`config.mk`:
```
export PLATFORM = sky130hd
export DESIGN_NAME = fastq_stanza_stats_counter
export DESIGN_NICKNAME = d
export VERILOG_FILES = /design/src/design/fqss_pkg.sv /design/src/design/fqss_front.sv /design/src/design/fqss_fifo.sv /design/src/design/fqss_back.sv /design/src/design/fastq_stanza_stats_counter.sv
export SDC_FILE = /design/constraint.sdc
export NUM_CORES = 1
export LEC_CHECK = 0
export ABC_AREA = 1
export BUFFER_PORTS_ARGS = -buffer_cell sky130_fd_sc_hd__buf_2
export CAP_MARGIN = 25
export CORE_MARGIN = 2
export CORE_UTILIZATION = 35
export DETAILED_ROUTE_END_ITERATION = 6
export SYNTH_ARGS = -nofsm -noshare
export SYNTH_HDL_FRONTEND = slang
export SYNTH_HIERARCHICAL = 1
export SYNTH_SLANG_ARGS = --single-unit
export TNS_END_PERCENT = 50
```
`constraint.sdc`:
```
create_clock -name clk_i -period 8 [get_ports clk_i]
set_clock_uncertainty 0.05 [all_clocks]
set_input_delay 1.6 -clock clk_i [delete_from_list [all_inputs] [get_ports clk_i]]
set_output_delay 1.6 -clock clk_i [all_outputs]
set_load 0.01 [all_outputs]
```
`src/design/fqss_pkg.sv`:
```
// Shared types, constants and helpers for the FASTQ stanza statistics counter.
// Used by every module of the block; depends on nothing.

package fqss_pkg;

  // Counter width inside the block and width of each count on the result bus
  localparam int unsigned CountWidth = 48;
  localparam int unsigned OutWidth   = 48;

  // Queue between front and back
  localparam int unsigned FifoDepth = 4;
  localparam int unsigned FifoAw    = $clog2(FifoDepth);

  // Character codes
  localparam logic [7:0] ChNewline = 8'h0a;
  localparam logic [7:0] ChPlus    = 8'h2b;
  localparam logic [7:0] ChAt      = 8'h40;
  localparam logic [7:0] ChGzip    = 8'h1f;
  localparam logic [8:0] PhredBase = 9'd33;

  localparam logic [6:0] ThresholdReset = 7'd30;

  // Register map (register index)
  localparam logic RegQualityThreshold = 1'b0;

  typedef enum logic [2:0] {
    StOk         = 3'd0,
    StBadFirst   = 3'd1,
    StGzip       = 3'd2,
    StNoPlus     = 3'd3,
    StIncomplete = 3'd4
  } status_e;

  typedef enum logic [1:0] {
    BaseOther = 2'd0,
    BaseGc    = 2'd1,
    BaseAt    = 2'd2,
    BaseN     = 2'd3
  } base_e;

  // One classified byte as it travels from front to back
  typedef struct packed {
    logic  eos;
    logic  is_nl;
    logic  is_plus;
    logic  is_at;
    logic  is_gzip;
    logic  high_q;
    base_e base;
  } item_t;

  // Queue occupancy flags
  typedef struct packed {
    logic full;
    logic empty;
  } fifo_status_t;

  typedef struct packed {
    logic [OutWidth-1:0] n_count;
    logic [OutWidth-1:0] at_count;
    logic [OutWidth-1:0] gc_count;
    logic [OutWidth-1:0] high_quality_count;
    logic [OutWidth-1:0] base_count;
    logic [OutWidth-1:0] read_count;
    status_e             status;
  } result_t;

  localparam int unsigned ResultBits = $bits(result_t);
  localparam int unsigned OutBytes   = (ResultBits + 7) / 8;
  localparam int unsigned OutDataW   = OutBytes * 8;

  // Fit a counter onto the result width (zero-extend or truncate)
  function automatic logic [OutWidth-1:0] to_out(input logic [CountWidth-1:0] c);
    logic [OutWidth+CountWidth-1:0] ext;
    ext = {{OutWidth{1'b0}}, c};
    return ext[OutWidth-1:0];
  endfunction

  // Saturating increment
  function automatic logic [CountWidth-1:0] sat_inc(input logic [CountWidth-1:0] c);
    return (&c) ? c : c + CountWidth'(1);
  endfunction

endpackage

```
`src/design/fqss_front.sv`:
```
// Input stage: accepts stream bytes and classifies them into item_t.
// Depends on fqss_pkg.

module fqss_front (
  input  logic                 clk_i,
  input  logic                 rst_ni,
  input  logic                 in_valid_i,
  output logic                 in_ready_o,
  input  logic [7:0]           data_byte_i,
  input  logic                 end_of_stream_i,
  input  logic [6:0]           threshold_i,
  input  logic                 fifo_full_i,
  output logic                 push_o,
  output fqss_pkg::item_t      item_o
);

  logic            vld_q, vld_d;
  fqss_pkg::item_t item_q, item_d;
  logic [7:0]      upper;
  logic [8:0]      qmin;

  // Classify the incoming byte
  always_comb begin
    upper = (data_byte_i >= 8'h61 && data_byte_i <= 8'h7a) ? (data_byte_i & 8'hdf)
                                                            : data_byte_i;
    qmin  = {2'b00, threshold_i} + fqss_pkg::PhredBase;

    item_d.eos     = end_of_stream_i;
    item_d.is_nl   = (data_byte_i == fqss_pkg::ChNewline);
    item_d.is_plus = (data_byte_i == fqss_pkg::ChPlus);
    item_d.is_at   = (data_byte_i == fqss_pkg::ChAt);
    item_d.is_gzip = (data_byte_i == fqss_pkg::ChGzip);
    item_d.high_q  = ({1'b0, data_byte_i} >= qmin);
    case (upper)
      8'h47, 8'h43: item_d.base = fqss_pkg::BaseGc;  // G, C
      8'h41, 8'h54: item_d.base = fqss_pkg::BaseAt;  // A, T
      8'h4e:        item_d.base = fqss_pkg::BaseN;   // N
      default:      item_d.base = fqss_pkg::BaseOther;
    endcase
  end

  assign push_o     = vld_q && !fifo_full_i;
  assign in_ready_o = !vld_q || !fifo_full_i;
  assign item_o     = item_q;

  always_comb begin
    vld_d = vld_q;
    if (in_valid_i && in_ready_o) begin
      vld_d = 1'b1;
    end else if (push_o) begin
      vld_d = 1'b0;
    end
  end

  // Stage register
  always_ff @(posedge clk_i or negedge rst_ni) begin
    if (!rst_ni) begin
      vld_q <= 1'b0;
    end else begin
      vld_q <= vld_d;
    end
  end

  always_ff @(posedge clk_i) begin
    if (in_valid_i && in_ready_o) begin
      item_q <= item_d;
    end
  end

endmodule

```
`src/design/fqss_fifo.sv`:
```
// Short queue of classified items between the front and back stages.
// Depends on fqss_pkg.

module fqss_fifo (
  input  logic                   clk_i,
  input  logic                   rst_ni,
  input  logic                   push_i,
  input  fqss_pkg::item_t        push_item_i,
  input  logic                   pop_i,
  output fqss_pkg::item_t        pop_item_o,
  output fqss_pkg::fifo_status_t status_o
);

  fqss_pkg::item_t               mem_q [fqss_pkg::FifoDepth];
  logic [fqss_pkg::FifoAw-1:0]   wr_ptr_q, wr_ptr_d;
  logic [fqss_pkg::FifoAw-1:0]   rd_ptr_q, rd_ptr_d;
  logic [fqss_pkg::FifoAw:0]     cnt_q, cnt_d;

  assign status_o.full  = (cnt_q == (fqss_pkg::FifoAw+1)'(fqss_pkg::FifoDepth));
  assign status_o.empty = (cnt_q == '0);
  assign pop_item_o     = mem_q[rd_ptr_q];

  // Pointer and occupancy update
  always_comb begin
    wr_ptr_d = wr_ptr_q;
    rd_ptr_d = rd_ptr_q;
    cnt_d    = cnt_q;
    if (push_i) begin
      wr_ptr_d = (wr_ptr_q == fqss_pkg::FifoAw'(fqss_pkg::FifoDepth - 1)) ? '0
                 : wr_ptr_q + fqss_pkg::FifoAw'(1);
    end
    if (pop_i) begin
      rd_ptr_d = (rd_ptr_q == fqss_pkg::FifoAw'(fqss_pkg::FifoDepth - 1)) ? '0
                 : rd_ptr_q + fqss_pkg::FifoAw'(1);
    end
    case ({push_i, pop_i})
      2'b10:   cnt_d = cnt_q + (fqss_pkg::FifoAw+1)'(1);
      2'b01:   cnt_d = cnt_q - (fqss_pkg::FifoAw+1)'(1);
      default: cnt_d = cnt_q;
    endcase
  end

  always_ff @(posedge clk_i or negedge rst_ni) begin
    if (!rst_ni) begin
      wr_ptr_q <= '0;
      rd_ptr_q <= '0;
      cnt_q    <= '0;
    end else begin
      wr_ptr_q <= wr_ptr_d;
      rd_ptr_q <= rd_ptr_d;
      cnt_q    <= cnt_d;
    end
  end

  // Storage
  always_ff @(posedge clk_i) begin
    if (push_i) begin
      mem_q[wr_ptr_q] <= push_item_i;
    end
  end

endmodule

```
`src/design/fqss_back.sv`:
```
// Back stage: stanza tracking, saturating counters and the result register.
// Depends on fqss_pkg.

module fqss_back (
  input  logic                   clk_i,
  input  logic                   rst_ni,
  input  fqss_pkg::fifo_status_t fifo_status_i,
  input  fqss_pkg::item_t        item_i,
  output logic                   pop_o,
  output logic                   out_valid_o,
  input  logic                   out_ready_i,
  output fqss_pkg::result_t      result_o
);

  localparam int unsigned CW = fqss_pkg::CountWidth;

  logic [1:0]        line_q, line_d;
  logic              start_q, start_d;
  logic              first_q, first_d;
  logic              plus_pend_q, plus_pend_d;
  fqss_pkg::status_e status_q, status_d;
  logic [CW-1:0]     reads_q, reads_d, bases_q, bases_d, hq_q, hq_d;
  logic [CW-1:0]     gc_q, gc_d, at_q, at_d, n_q, n_d;
  logic              out_vld_q, out_vld_d;
  fqss_pkg::result_t res_q, res_d;
  fqss_pkg::status_e end_status;
  logic              load_res;

  // An end item waits only while the result register is still occupied
  assign pop_o       = !fifo_status_i.empty && (!item_i.eos || !out_vld_q || out_ready_i);
  assign load_res    = pop_o && item_i.eos;
  assign out_valid_o = out_vld_q;
  assign result_o    = res_q;

  // Status reported at end of stream
  always_comb begin
    end_status = status_q;
    if (status_q == fqss_pkg::StOk) begin
      if (!first_q) begin
        end_status = fqss_pkg::StBadFirst;
      end else if (!((line_q == 2'd0 && start_q) || (line_q == 2'd3 && !start_q))) begin
        end_status = fqss_pkg::StIncomplete;
      end
    end
  end

  // Per-byte state update
  always_comb begin
    line_d      = line_q;
    start_d     = start_q;
    first_d     = first_q;
    plus_pend_d = plus_pend_q;
    status_d    = status_q;
    reads_d     = reads_q;
    bases_d     = bases_q;
    hq_d        = hq_q;
    gc_d        = gc_q;
    at_d        = at_q;
    n_d         = n_q;
    if (pop_o) begin
      if (item_i.eos) begin
        line_d      = 2'd0;
        start_d     = 1'b1;
        first_d     = 1'b0;
        plus_pend_d = 1'b0;
        status_d    = fqss_pkg::StOk;
        reads_d     = '0;
        bases_d     = '0;
        hq_d        = '0;
        gc_d        = '0;
        at_d        = '0;
        n_d         = '0;
      end else if (status_q == fqss_pkg::StOk) begin
        first_d = 1'b1;
        if (!first_q && !item_i.is_at) begin
          status_d = item_i.is_gzip ? fqss_pkg::StGzip : fqss_pkg::StBadFirst;
        end else if (line_q == 2'd3 && start_q && plus_pend_q) begin
          status_d = fqss_pkg::StNoPlus;
        end else begin
          if (line_q == 2'd0 && start_q) begin
            reads_d = fqss_pkg::sat_inc(reads_q);
          end
          if (line_q == 2'd2 && start_q) begin
            plus_pend_d = !item_i.is_plus;
          end
          if (item_i.is_nl) begin
            line_d  = line_q + 2'd1;
            start_d = 1'b1;
          end else begin
            start_d = 1'b0;
            if (line_q == 2'd1) begin
              case (item_i.base)
                fqss_pkg::BaseGc: gc_d = fqss_pkg::sat_inc(gc_q);
                fqss_pkg::BaseAt: at_d = fqss_pkg::sat_inc(at_q);
                fqss_pkg::BaseN:  n_d  = fqss_pkg::sat_inc(n_q);
                default:          gc_d = gc_q;
              endcase
            end else if (line_q == 2'd3) begin
              bases_d = fqss_pkg::sat_inc(bases_q);
              if (item_i.high_q) begin
                hq_d = fqss_pkg::sat_inc(hq_q);
              end
            end
          end
        end
      end
    end
  end

  // Result register
  always_comb begin
    out_vld_d = out_vld_q;
    if (load_res) begin
      out_vld_d = 1'b1;
    end else if (out_ready_i) begin
      out_vld_d = 1'b0;
    end
    res_d.status             = end_status;
    res_d.read_count         = fqss_pkg::to_out(reads_q);
    res_d.base_count         = fqss_pkg::to_out(bases_q);
    res_d.high_quality_count = fqss_pkg::to_out(hq_q);
    res_d.gc_count           = fqss_pkg::to_out(gc_q);
    res_d.at_count           = fqss_pkg::to_out(at_q);
    res_d.n_count            = fqss_pkg::to_out(n_q);
  end

  always_ff @(posedge clk_i or negedge rst_ni) begin
    if (!rst_ni) begin
      line_q      <= 2'd0;
      start_q     <= 1'b1;
      first_q     <= 1'b0;
      plus_pend_q <= 1'b0;
      status_q    <= fqss_pkg::StOk;
      reads_q     <= '0;
      bases_q     <= '0;
      hq_q        <= '0;
      gc_q        <= '0;
      at_q        <= '0;
      n_q         <= '0;
      out_vld_q   <= 1'b0;
    end else begin
      line_q      <= line_d;
      start_q     <= start_d;
      first_q     <= first_d;
      plus_pend_q <= plus_pend_d;
      status_q    <= status_d;
      reads_q     <= reads_d;
      bases_q     <= bases_d;
      hq_q        <= hq_d;
      gc_q        <= gc_d;
      at_q        <= at_d;
      n_q         <= n_d;
      out_vld_q   <= out_vld_d;
    end
  end

  always_ff @(posedge clk_i) begin
    if (load_res) begin
      res_q <= res_d;
    end
  end

endmodule

```
`src/design/fastq_stanza_stats_counter.sv`:
```
// Top level of the FASTQ stanza statistics counter: config register, front,
// queue and back stages. Depends on fqss_pkg, fqss_front, fqss_fifo, fqss_back.
//
//  Channel   Direction  Content
//  s_axis    in         tdata[7:0] data_byte, tlast end_of_stream
//  m_axis    out        tdata status, read/base/high_quality/gc/at/n counts
//  apb       in/out     reg 0 at 0x0: quality_threshold[6:0]
//
// One byte per cycle is accepted and counted unless a stalled output backs up the queue;
// m_axis_tvalid is set once end of stream passes front register, queue, result register.
// Reset clears all counters and stanza state; quality_threshold resets to 30.
// A stalled result output holds the next end-of-stream transaction at the queue
// head, and every byte behind it waits; bytes ahead of it keep flowing.
// Input backs up once the queue and the front register are both full.

module fastq_stanza_stats_counter (
  input  logic                          clk_i,
  input  logic                          rst_ni,
  // stream in
  input  logic                          s_axis_tvalid,
  output logic                          s_axis_tready,
  input  logic [7:0]                    s_axis_tdata,  // [7:0] data_byte
  input  logic                          s_axis_tlast,  // end_of_stream
  // stream out
  output logic                          m_axis_tvalid,
  input  logic                          m_axis_tready,
  // [2:0] status, [50:3] read_count, [98:51] base_count,
  // [146:99] high_quality_count, [194:147] gc_count, [242:195] at_count,
  // [290:243] n_count, rest zero
  output logic [fqss_pkg::OutDataW-1:0] m_axis_tdata,
  // config
  input  logic                          psel,
  input  logic                          penable,
  input  logic                          pwrite,
  input  logic [2:0]                    paddr,
  input  logic [31:0]                   pwdata,
  output logic [31:0]                   prdata,
  output logic                          pready
);

  logic                   fifo_push, fifo_pop;
  fqss_pkg::item_t        front_item, back_item;
  fqss_pkg::fifo_status_t fifo_st;
  fqss_pkg::result_t      result;
  logic [6:0]             thr_q, thr_d;
  logic                   reg_sel;

  // Config register
  assign pready  = 1'b1;
  assign reg_sel = (paddr[2] == fqss_pkg::RegQualityThreshold);
  assign prdata  = reg_sel ? {25'd0, thr_q} : 32'd0;

  always_comb begin
    thr_d = thr_q;
    if (psel && penable && pwrite && pready && reg_sel) begin
      thr_d = pwdata[6:0];
    end
  end

  always_ff @(posedge clk_i or negedge rst_ni) begin
    if (!rst_ni) begin
      thr_q <= fqss_pkg::ThresholdReset;
    end else begin
      thr_q <= thr_d;
    end
  end

  fqss_front u_front (
    .clk_i           (clk_i),
    .rst_ni          (rst_ni),
    .in_valid_i      (s_axis_tvalid),
    .in_ready_o      (s_axis_tready),
    .data_byte_i     (s_axis_tdata),
    .end_of_stream_i (s_axis_tlast),
    .threshold_i     (thr_q),
    .fifo_full_i     (fifo_st.full),
    .push_o          (fifo_push),
    .item_o          (front_item)
  );

  fqss_fifo u_fifo (
    .clk_i       (clk_i),
    .rst_ni      (rst_ni),
    .push_i      (fifo_push),
    .push_item_i (front_item),
    .pop_i       (fifo_pop),
    .pop_item_o  (back_item),
    .status_o    (fifo_st)
  );

  fqss_back u_back (
    .clk_i         (clk_i),
    .rst_ni        (rst_ni),
    .fifo_status_i (fifo_st),
    .item_i        (back_item),
    .pop_o         (fifo_pop),
    .out_valid_o   (m_axis_tvalid),
    .out_ready_i   (m_axis_tready),
    .result_o      (result)
  );

  assign m_axis_tdata = {(fqss_pkg::OutDataW - fqss_pkg::ResultBits)'(0), result};

  // Queue flags are never both set
  a_fifo_flags: assert property (@(posedge clk_i) disable iff (!rst_ni)
    !(fifo_st.full && fifo_st.empty))
    else $error("queue full and empty at once");

  // No push into a full queue
  a_no_overflow: assert property (@(posedge clk_i) disable iff (!rst_ni)
    fifo_push |-> !fifo_st.full)
    else $error("push into full queue");

  // No pop from an empty queue
  a_no_underflow: assert property (@(posedge clk_i) disable iff (!rst_ni)
    fifo_pop |-> !fifo_st.empty)
    else $error("pop from empty queue");

  // Reported status is always a defined code
  a_status_range: assert property (@(posedge clk_i) disable iff (!rst_ni)
    m_axis_tvalid |-> (m_axis_tdata[2:0] <= 3'(fqss_pkg::StIncomplete)))
    else $error("undefined status code on output");

endmodule
```
==> results_tabular.tex <==
\begin{tabular}{lr}
\hline
Metric & Value \\
\hline
\multicolumn{2}{l}{\textbf{Outcome}} \\
\quad Run status & complete, no violations \\
\multicolumn{2}{l}{\textbf{GRT}} \\
\quad Number of antenna violations at the first check in global routing & 2 \\
\quad Wire length of the first global-routing pass & 148000 um \\
\quad Number of global-route vias before repair & 25238 \\
\quad Largest net degree at the start of global routing & 161 \\
\quad GRT Util Overall & 0.198 \\
\quad Global route overflow & 0 \\
\multicolumn{2}{l}{\textbf{Placed design}} \\
\quad Cell area reported after detailed placement & 35200 um2 \\
\quad Quantity of I/O buffers inserted on ports & 323 \\
\quad Final estimated routing congestion in global placement & 0.940 \\
\quad Cell count after placement & 5388 \\
\quad Minimum setup slack after placement & 3440 ps \\
\quad Detailed-placement wirelength estimate & 68600 um \\
\multicolumn{2}{l}{\textbf{Die}} \\
\quad Number of top-level design ports & 382 \\
\quad Site row count & 111 \\
\quad Starting Density & 0.354 \\
\quad Floorplan die width & 309 um \\
\quad Height of the die & 309 um \\
\quad Core region area & 92100 um2 \\
\quad Area of the die & 95700 um2 \\
\multicolumn{2}{l}{\textbf{Timing}} \\
\quad Maximum achievable frequency & 225 MHz \\
\quad Number of endpoints failing setup at the final stage & 0 \\
\quad Shortest period the worst path allows & 4440 ps \\
\quad Final setup margin & 3560 ps \\
\quad Worst Tran Pin Value & 992 ps \\
\quad RSZ-0062 raised after global routing & no \\
\quad Number of hold violations in the final report & 0 \\
\quad TNS Setup & 0 ps \\
\quad Final period utilization & 0.555 \\
\quad Total count of max-transition violations in the final report & 0 \\
\quad Relative slew margins & 0.339 \\
\quad Post-Route Hold Slack & 435 ps \\
\multicolumn{2}{l}{\textbf{Power and ir drop}} \\
\quad NetSw & 4.67 mW \\
\quad Internal Dissipation & 7.92 mW \\
\quad Power per cell area & 331 nW/um2 \\
\quad Relative contribution of sequential cells to total power & 0.404 \\
\quad Leak pwr & 15.3 nW \\
\quad Combinational share of power & 0.294 \\
\quad Clock power share & 0.301 \\
\quad Peak VDD IR & 0.000424 V \\
\quad Fraction of power spent switching nets & 0.371 \\
\quad Design Power & 12.6 mW \\
\multicolumn{2}{l}{\textbf{Critical path}} \\
\quad Delay of the slowest cell on the worst path & 870 ps \\
\quad Critical Path Source Type & flip-flop \\
\quad Worst Setup End Kind & flip-flop \\
\quad Arrival time at the worst endpoint & 4630 ps \\
\quad CP cell instances & inv\_2, nand2\_1, o211ai\_1, nand2\_4, buf\_4, nand2\_1, o21bai\_1, inv\_1, nand2\_1, clkinvlp\_4, buf\_12, buf\_4 \\
\quad Cell with the most instances on the worst path & sky130\_fd\_sc\_hd\_\_nand2\_1 \\
\quad Logic depth of the worst register-to-register path & 12 \\
\quad Slowest-stage cell, CP & sky130\_fd\_sc\_hd\_\_buf\_4 \\
\quad Number of buffers and inverters on the critical path & 6 \\
\quad Crit. Startpoint & u\_fifo/rd\_ptr\_q[0] \\
\quad CP Class & reg -> reg \\
\quad Reg2Reg Setup Slack & 3560 ps \\
\quad Required arrival time at the worst endpoint & 8190 ps \\
\quad Reg2Reg Capture Point & u\_back/result\_o[82] \\
\quad Crit-path max FO & 160 \\
\quad Kind of cell adding the most delay to the critical path & buffers and inverters \\
\quad Crit Reg-Reg Startpoint & u\_fifo/rd\_ptr\_q[0] \\
\multicolumn{2}{l}{\textbf{Worst hold path}} \\
\quad Start point of the worst hold path & u\_back/plus\_pend\_q \\
\quad Hold path cells & 2 \\
\quad Hold WC Path Type & reg -> reg \\
\quad Endpoint, Worst Hold & u\_back/plus\_pend\_q \\
\multicolumn{2}{l}{\textbf{CTS}} \\
\quad Post-cts sizing count & 0 \\
\quad Clock slew seen by the registers of the worst setup and hold paths & 60 ps \\
\quad Count of hold buffers inserted by post-cts repair & 0 \\
\quad Clock tree from TritonCTS & built \\
\quad Cell chosen for the clock root & sky130\_fd\_sc\_hd\_\_clkbuf\_16 \\
\quad Clk sink count & 642 \\
\quad Skew-Pair Late Insertion Delay & 620 ps \\
\quad Buffer levels on the longest clock path & 3 \\
\quad \# H-tree levels & 3 \\
\quad Count of buffers added by post-CTS timing repair for setup & 0 \\
\quad Number of buffers inserted during clock tree synthesis & 76 \\
\multicolumn{2}{l}{\textbf{Yosys}} \\
\quad Seq cells post-synth & 642 \\
\quad Top cells by instance count after synthesis & sky130\_fd\_sc\_hd\_\_nand2\_1 (1339), sky130\_fd\_sc\_hd\_\_nor2\_1 (616), sky130\_fd\_sc\_hd\_\_edfxtp\_1 (331) \\
\quad Share of synthesized registers carrying an async set or reset & 0.484 \\
\quad Sequential area share after synthesis & 0.543 \\
\quad Number of library cell types mapped by synthesis & 50 \\
\quad Most area-consuming cells after synthesis & sky130\_fd\_sc\_hd\_\_edfxtp\_1 (30\%), sky130\_fd\_sc\_hd\_\_dfrtp\_1 (23\%), sky130\_fd\_sc\_hd\_\_nand2\_1 (15\%), sky130\_fd\_sc\_hd\_\_nor2\_1 (7.1\%), sky130\_fd\_sc\_hd\_\_nand3\_1 (4.3\%) \\
\quad Number of flops mapped to enable cells by yosys & 331 \\
\quad Portion of synthesized cell area occupied by the leading cell type & 0.305 \\
\quad Synthesized area per cell & 8.36 um2 \\
\quad Main synth FF type & sky130\_fd\_sc\_hd\_\_edfxtp\_1 \\
\quad Netlist area before placement & 32600 um2 \\
\quad Syn. warnings & 6 \\
\quad Synth Instances & 3902 \\
\quad Cell type contributing the most total cell area after synthesis & sky130\_fd\_sc\_hd\_\_edfxtp\_1 \\
\quad Cell with the most instances after synthesis & sky130\_fd\_sc\_hd\_\_nand2\_1 \\
\multicolumn{2}{l}{\textbf{Routing}} \\
\quad Detailed-routing iteration count for the pre-antenna-repair pass & 7 \\
\quad DR DRC count & 0 \\
\quad Routed wire length per instance & 17.2 um \\
\quad 1st-iter DRT viols & 2099 \\
\quad Aggregate routed wire length & 94900 um \\
\quad Via count of the routed design & 26775 \\
\quad Mean number of vias per cell & 4.84 \\
\quad Routed Antenna Nets & 0 \\
\multicolumn{2}{l}{\textbf{Cells and area}} \\
\quad Fin nets & 4300 \\
\quad Area added between synthesis and finish & 16.5\% \\
\quad Post-layout utilization of the core & 0.413 \\
\quad Diode insertion count for antenna repair & 0 \\
\quad Summed area of non-filler cells in the final layout & 38000 um2 \\
\quad Share of layout cells above drive strength 1 & 0.132 \\
\quad Final Non-Filler Cells & 5530 \\
\multicolumn{2}{l}{\textbf{Job}} \\
\quad Max-cap violation count & 0 \\
\hline
\end{tabular}
-- power by group through the flow --
stage	registers [mW]	clock network [mW]	logic, mW
after CTS	5.12	3.91	3.82
final	5.09	3.79	3.71
after detailed placement	5.17	0	3.81
after global placement	5.17	0	3.76
after floorplan	5.64	0	2.03
after global routing	5.20	4.03	4.13
-- registers in the layout, indices dropped and copies added (netlist names) --
| register | count |
|---|---|
| u_back/bases_q | 48 |
| u_back/gc_q | 48 |
| u_back/start_q | 1 |
| u_back/plus_pend_q | 1 |
| u_back/hq_q | 48 |
| u_fifo/rd_ptr_q | 2 |
| u_fifo/cnt_q | 3 |
| u_fifo/mem_q | 32 |
| u_back/at_q | 48 |
| u_back/reads_q | 48 |
| u_front/item_o | 8 |
| thr_q | 7 |
| u_back/status_q | 2 |
| u_back/out_valid_o | 1 |
| u_back/result_o | 291 |
| u_back/line_q | 2 |
| u_fifo/wr_ptr_q | 2 |
| u_back/first_q | 1 |
| u_front/vld_q | 1 |
| u_back/n_q | 48 |
-- logic make-up (layout without fill, tap and decap cells) --
logic type,after synthesis,after routing,share of synthesized area
compound gates,341,341,0.0586
fa+ha+maj,26,26,0.0102
buf+inv,378,734,0.0551
other cells,2,31,0.000230
flops,642,642,0.543
xor+xnor,88,88,0.0236
simple gates,2425,2425,0.309
-- worst min-delay path: stages (launching register included) --
cell and delay, ps:
sky130_fd_sc_hd__dfrtp_1 340, sky130_fd_sc_hd__nand2_1 50, sky130_fd_sc_hd__o31ai_1 60
-- per-layer routing --
metal / global-route usage / vias to the layer above / part of all wire
li1: - / 13349 / -
met1: 0.280 / 12593 / 0.46
met2: 0.315 / 720 / 0.46
met3: 0.0299 / 111 / 0.057
met4: 0.0552 / 2 / 0.019
met5: 0 / - / 0.00012
-- worst max path at each step --
| stage | endpoint | slack, ps | cells after the start |
|---|---|---|---|
| global placement | u_back/result_o[82] | 3520 | 12 |
| finish | u_back/result_o[82] | 3560 | 12 |
| global route | u_back/result_o[77] | 3080 | 12 |
| CTS | u_back/result_o[82] | 3420 | 12 |
| floorplan | u_back/result_o[0] | 1190 | 4 |
| detailed placement | u_back/result_o[81] | 3440 | 12 |
-- cell type report --
type,instances,area (um2)
inverters,253,961
well taps,1243,1560
clock buffers,95,2080
flip-flops and latches,642,17700
clock inverters,47,676
fillers,9201,54100
multi-input cells,2911,13200
repair buffers,339,1780
-- layout by cell type, fill, tap and decap left out, types with 31 or more instances in the layout --
cell type                   instances
sky130_fd_sc_hd__conb_1            31
sky130_fd_sc_hd__o21bai_1          31
sky130_fd_sc_hd__edfxtp_1         331
sky130_fd_sc_hd__xor2_1            67
sky130_fd_sc_hd__clkbuf_16         78
sky130_fd_sc_hd__inv_1            243
sky130_fd_sc_hd__o21ai_1           52
sky130_fd_sc_hd__nand3_1          278
sky130_fd_sc_hd__buf_2            322
sky130_fd_sc_hd__nor2_1           616
sky130_fd_sc_hd__or2_2             32
sky130_fd_sc_hd__dfrtp_1          306
sky130_fd_sc_hd__nand2_1         1338
sky130_fd_sc_hd__o21ai_0          183
sky130_fd_sc_hd__nand4_1           81
Note: power is estimated with default switching activity, not from simulation.
